[src/rtl/nffr_pkg.sv]
`timescale 1ns / 1ps

package nffr_pkg;

  // term counts of the rational fit
  localparam int NUM_TERMS = 3;
  localparam int DEN_TERMS = 5;
  localparam int NCELLS = (NUM_TERMS > DEN_TERMS) ? NUM_TERMS : DEN_TERMS;
  localparam int IW = $clog2(NCELLS + 1);
  localparam int ROM_SLOTS = 8;

  // datapath widths
  localparam int TW = 24;                    // tau, Q4.20
  localparam int CW = 19;                    // coefficient, signed thousandths
  localparam int PW = 40 + 4 * NCELLS;       // tau^k with 40 fraction bits
  localparam int PH = (PW + 1) / 2;          // half of a power for split products
  localparam int SW = PW + CW + 3;           // signed polynomial sum
  localparam int MW = 31;                    // magnetic moment
  localparam int MC = (SW + 2) / 3;          // chunk of a sum for the moment product
  localparam int RW = SW + 32;               // dividend / shifted divisor
  localparam int QW = 32;                    // quotient bits and result width

  localparam logic signed [SW-1:0] SUM_ONE = SW'(1000) << 40;
  localparam logic [MW-1:0] MU_RESET = MW'(749699249);

  typedef enum logic [1:0] {
    KIND_AE,
    KIND_BE,
    KIND_AM,
    KIND_BM
  } coef_kind_t;

  // coefficient sets in thousandths: [fit_mode][term]
  localparam logic signed [CW-1:0] ROM_AE [4][ROM_SLOTS] = '{
    '{3439, -1602, 68, 0, 0, 0, 0, 0},
    '{4309, -1108, -324, 0, 0, 0, 0, 0},
    '{4286, -1281, -486, 0, 0, 0, 0, 0},
    '{4109, -1052, -375, 0, 0, 0, 0, 0}};
  localparam logic signed [CW-1:0] ROM_BE [4][ROM_SLOTS] = '{
    '{15055, 48061, 99304, 12, 8650, 0, 0, 0},
    '{15340, 58321, 124110, 3927, 589, 0, 0, 0},
    '{16308, 54535, 138030, 7005, 14, 0, 0, 0},
    '{15602, 55519, 123960, 11403, 1931, 0, 0, 0}};
  localparam logic signed [CW-1:0] ROM_AM [4][ROM_SLOTS] = '{
    '{-1465, 1260, 262, 0, 0, 0, 0, 0},
    '{-1472, 1210, 334, 0, 0, 0, 0, 0},
    '{-1374, 1080, 124, 0, 0, 0, 0, 0},
    '{-1436, 1196, 210, 0, 0, 0, 0, 0}};
  localparam logic signed [CW-1:0] ROM_BM [4][ROM_SLOTS] = '{
    '{9627, 0, 0, 11179, 13245, 0, 0, 0},
    '{9486, 0, 0, 9440, 15416, 0, 0, 0},
    '{10003, 0, 0, 7680, 9009, 0, 0, 0},
    '{9721, 0, 0, 9623, 11817, 0, 0, 0}};

  // one term cell's data, handed down the chain every cycle
  typedef struct packed {
    logic                 valid;
    logic [TW-1:0]        tau;
    logic [1:0]           mode;
    logic [PW-1:0]        p;
    logic signed [SW-1:0] ne;
    logic signed [SW-1:0] de;
    logic signed [SW-1:0] nm;
    logic signed [SW-1:0] dm;
  } term_bus_t;

  // one divider cell's data
  typedef struct packed {
    logic          valid;
    logic          neg;
    logic          sat;
    logic [RW-1:0] rem;
    logic [RW-1:0] dsh;
    logic [QW-1:0] q;
  } div_bus_t;

  // coefficient lookup; terms past the count read as zero
  function automatic logic signed [CW-1:0] coef(input coef_kind_t kind,
                                                input logic [1:0] mode,
                                                input logic [IW-1:0] idx);
    logic signed [CW-1:0] c;
    c = '0;
    case (kind)
      KIND_AE: if (int'(idx) < NUM_TERMS) c = ROM_AE[mode][idx];
      KIND_BE: if (int'(idx) < DEN_TERMS) c = ROM_BE[mode][idx];
      KIND_AM: if (int'(idx) < NUM_TERMS) c = ROM_AM[mode][idx];
      KIND_BM: if (int'(idx) < DEN_TERMS) c = ROM_BM[mode][idx];
      default: c = '0;
    endcase
    return c;
  endfunction

endpackage

[src/rtl/nffr_div_cell.sv]
`timescale 1ns / 1ps

// One restoring-division step: one quotient bit, divisor shifts down by one.
module nffr_div_cell (
  input  logic                clk,
  input  logic                rst,
  input  nffr_pkg::div_bus_t  bus_in,
  output nffr_pkg::div_bus_t  bus_out
);

  localparam int QW = nffr_pkg::QW;

  logic fits;

  assign fits = (bus_in.rem >= bus_in.dsh);

  always_ff @(posedge clk) begin
    if (rst) begin
      bus_out.valid <= 1'b0;
    end else begin
      bus_out.valid <= bus_in.valid;
    end
    bus_out.neg <= bus_in.neg;
    bus_out.sat <= bus_in.sat;
    bus_out.rem <= fits ? (bus_in.rem - bus_in.dsh) : bus_in.rem;
    bus_out.dsh <= bus_in.dsh >> 1;
    bus_out.q   <= {bus_in.q[QW-2:0], fits};
  end

endmodule

[config.mk]
export PLATFORM = sky130hd
export DESIGN_NAME = nffr_div_cell
export DESIGN_NICKNAME = d
export VERILOG_FILES = /design/src/rtl/nffr_pkg.sv /design/src/rtl/nffr_div_cell.sv
export SDC_FILE = /design/constraint.sdc
export NUM_CORES = 1
export LEC_CHECK = 0
export ABC_AREA = 1
export BUFFER_PORTS_ARGS = -buffer_cell sky130_fd_sc_hd__buf_2
export CAP_MARGIN = 20
export CORE_MARGIN = 2
export CORE_UTILIZATION = 41
export CTS_CLUSTER_DIAMETER = 120
export DETAILED_ROUTE_END_ITERATION = 6
export HOLD_SLACK_MARGIN = 0.03
export PLACE_DENSITY = 0.75
export SETUP_SLACK_MARGIN = 0.15
export SLEW_MARGIN = 20
export SYNTH_ARGS = -nofsm -noshare
export SYNTH_HDL_FRONTEND = slang
export SYNTH_SLANG_ARGS = --single-unit
[constraint.sdc]
create_clock -name clk -period 4 [get_ports clk]
set_input_delay 0 -clock clk [delete_from_list [all_inputs] [get_ports clk]]
set_output_delay 0 -clock clk [all_outputs]
set_load 0.02 [all_outputs]
==> flow_metrics.py <==
metrics = {
    "status": {
        "status": "finished, final reports clean",
    },
    "routing": {
        "post_drt_via_cell_ratio": 4.761,
        "wl_met1_mm": 39.97,
        "num_vias": 23363,
        "wirelength_mm": 91.34,
        "top_layer_used": "met4",
        "wl_met3_mm": 7.381,
        "drtAntennaViolNets": 0,
        "wl_met2_mm": 41.02,
        "drtIter0Drc": 1979,
        "drc_errors": 0,
        "avgRoutedWirePerCell_um": 18.61,
        "drt_first_pass_iters": 6,
    },
    "finish": {
        "n_fill_cell": 4639,
        "multi_input_area_um2": 10670,
        "reg_top3": "bus_out x262",
        "stdcell_count": 4907,
        "drive_above_1_share": 0.1450,
        "postLayoutCoreUtil": 0.5660,
        "largest_reg_flops": 262,
        "regMostFlops": "bus_out",
        "nNetsFinal": 4657,
        "area_growth_pct": 35.62,
        "seq_area_um2": 5245,
    },
    "clocking": {
        "cts_setup_buffers": 0,
        "cts.clk_slew.worst_paths_ns": 0.06,
        "cts_tree": "yes",
        "cts_max_level": 1,
        "ctsLongestPathBuffers": 3,
        "clock_sinks": 262,
        "cts-root-buf": "clkbuf_16",
        "numCtsBuffers": 27,
    },
    "timing": {
        "setup_viol": 0,
        "hold_viol": 0,
        "setup_tns_ns": 0,
        "rsz0062_at_grt": "no",
        "max-slew-margin-rel": 0.5369,
        "timing.fmax_mhz": 270.3,
        "fin_ws_ns": 0.3001,
        "period_minus_slack_ns": 3.700,
        "min_period_over_period": 0.9250,
        "drv_slew": 0,
        "tightest_slew_ns": 0.6946,
    },
    "power": {
        "p_sw_frac": 0.3874,
        "power.density_nw_per_um2": 339.4,
        "p_switching_mw": 3.480,
        "pwr-share-seq": 0.333,
        "clkPwrFrac": 0.288,
        "p_int_mw": 5.502,
        "vdd.ir_drop.worst_uv": 395.3,
        "combPwrFrac": 0.378,
        "p_leak_nw": 16.30,
    },
    "setup_path": {
        "cp_cell_sequence": "dlygate4sd3_1 -> buf_2 -> inv_1 -> ha_1 -> inv_1 -> fa_1 -> nand3_1 -> nand3_2 -> nand2_1 -> nand2_1 -> nand2_1 -> nand3_1 -> nand2_2 -> nand3_4 -> buf_12 -> nand2_1 -> o21ai_1 -> dlygate4sd3_1",
        "critPathRequiredTime_ns": 4.47,
        "cp_top_family": "buffers and inverters",
        "crit_path_end_kind": "register",
        "critPathLaunchType": "input port",
        "max_stage_delay_ns": 0.56,
        "cp-startpoint": "bus_in[146]",
        "path_buf_inv": 6,
        "path_class": "input port to register",
        "cpMaxStageDelayCell": "dlygate4sd3_1",
        "crit_arrival_ns": 4.17,
        "critPathMostFrequentCell": "nand2_1",
        "crit_path_max_fanout": 64,
    },
    "logic_synthesis": {
        "synth_top_area_frac": 0.2697,
        "synth_top_area_cell": "nand2_1",
        "syn_nets": 3851,
        "ys_ff_latch": 262,
        "seq_area_frac_synth": 0.2688,
        "synth.avg_cell_area_um2": 5.621,
        "ys_warn_count": 0,
        "synth_ff_type": "dfxtp_1",
        "ys_types": 33,
        "synthArstFlopShare": 0,
        "syn_inst": 3471,
        "synth_area_um2": 19510,
        "synthTopCellsByArea": "nand2_1 (27%), dfxtp_1 (27%), inv_1 (17%), ha_1 (7.3%), nor2_1 (4.7%)",
        "synth_edf_count": 0,
    },
    "global_routing": {
        "antenna_found_initial": 1,
        "grt_usage": 0.3570,
        "grt_max_degree": 65,
        "grt_pass1_vias": 22574,
        "overflow": 0,
        "grt_pass1_wl_mm": 133.7,
    },
    "floorplan": {
        "pin_count": 528,
        "dieArea_um2": 49350,
        "die_w_um": 222.1,
        "rows": 79,
        "initial_core_util": 0.4173,
        "die_h_um": 222.1,
        "core_um2": 46750,
    },
    "flow_run": {
        "maxCapViolations": 0,
    },
    "min_path": {
        "holdCritPathClass": "input port to register",
        "hp-start": "bus_in[10]",
    },
    "placed_design": {
        "place_hpwl_mm": 72.75,
        "dp_cells": 4578,
        "place_ws_ns": 0.8697,
        "routabilityCongestion": 1.002,
        "port_buffers": 525,
    },
}
-- Yosys cell counts, types with 9 or more instances --
| library cell | number |
|---|---|
| o21ai_1 | 49 |
| o21ai_0 | 30 |
| nand2_1 | 1402 |
| a21oi_1 | 90 |
| inv_1 | 882 |
| nor3_1 | 24 |
| xor2_1 | 63 |
| buf_6 | 9 |
| nand3b_1 | 19 |
| nor2_2 | 11 |
| clkbuf_1 | 12 |
| nand4_1 | 73 |
| inv_2 | 17 |
| nand3_1 | 132 |
| buf_2 | 10 |
| ha_1 | 114 |
| dfxtp_1 | 262 |
| nor2_1 | 242 |
-- repair_timing --
item,in CTS,in global routing
gates resized for setup,0,0
hold buffers,276,0
endpoints found under the hold margin,261,0
endpoints found under the setup margin,0,1
-- layout by cell type (no fill, tap or decap), types with 2 or more instances in the layout --
cell | synthesis | layout
nand2_1 | 1402 | 1402
inv_1 | 882 | 882
buf_2 | 10 | 525
dlygate4sd3_1 | 0 | 276
dfxtp_1 | 262 | 262
nor2_1 | 242 | 242
nand3_1 | 132 | 132
ha_1 | 114 | 114
a21oi_1 | 90 | 90
nand4_1 | 73 | 73
xor2_1 | 63 | 63
o21ai_1 | 49 | 49
o21ai_0 | 30 | 30
clkbuf_16 | 0 | 27
nor3_1 | 24 | 24
nand3b_1 | 19 | 19
inv_2 | 17 | 17
nor2_2 | 11 | 11
clkinv_2 | 0 | 9
buf_4 | 2 | 7
and2_1 | 6 | 6
clkbuf_8 | 0 | 6
o21bai_1 | 3 | 3
nand3_2 | 3 | 3
nand2_2 | 3 | 3
clkbuf_1 | 12 | 3
buf_12 | 0 | 3
diode_2 | 0 | 2
clkinv_1 | 2 | 2
nor3_2 | 2 | 2
inv_6 | 0 | 2
bufinv_16 | 0 | 2
-- stage by stage --
step | area [um2] | power [mW] | hold slack (ns)
global route | 26460 | 9.400 | 0.05568
detailed placement | 22780 | 6.103 | 0.1039
finish | 26460 | 8.982 | 0.06270
CTS | 26450 | 8.902 | 0.03044
floorplan | 19510 | 4.935 | 0.02772
global placement | 22780 | 6.082 | 0.1021
-- cell type report --
cell class              instances  area share
multi-input cells            2274      0.4031
repair buffers                811      0.2080
inverters                     901      0.1278
diodes                          2   0.0001891
flip-flops and latches        262      0.1982
well taps                     607     0.02870
clock buffers                  36     0.02908
clock inverters                14    0.004918
-- routing by layer --
metal | vias up | global-route usage
met1 | 10489 | 0.4820
met2 | 931 | 0.5934
met5 | - | 0
met3 | 136 | 0.04837
met4 | 0 | 0.1018
li1 | 11807 | -
-- power groups by stage --
stage / Clock (mW) / Combinational [mW] / Sequential, mW
after floorplan: 0 / 1.51 / 3.42
after global placement: 0 / 3.05 / 3.03
after detailed placement: 0 / 3.07 / 3.03
after CTS: 2.62 / 3.30 / 2.98
after global routing: 2.72 / 3.66 / 3.01
final: 2.59 / 3.40 / 2.99
-- worst paths after layout --
kind	end	slack, ns	cells after the start
setup / recovery	bus_out[146]	0.30	18
hold / removal	bus_out[11]	0.06	2
-- kinds of logic after synthesis --
kind of cell             count (synthesis)  synth area share
AO/OA/AOI/OAI                          174           0.04534
XOR/XNOR                                63           0.02828
adder cells (fa/ha/maj)                115           0.07413
buffers and inverters                  936            0.1857
flip-flops                             262            0.2688
other                                    1         0.0001922
AND/OR/NAND/NOR                       1920            0.3975
(Power assumes the default switching activity.)
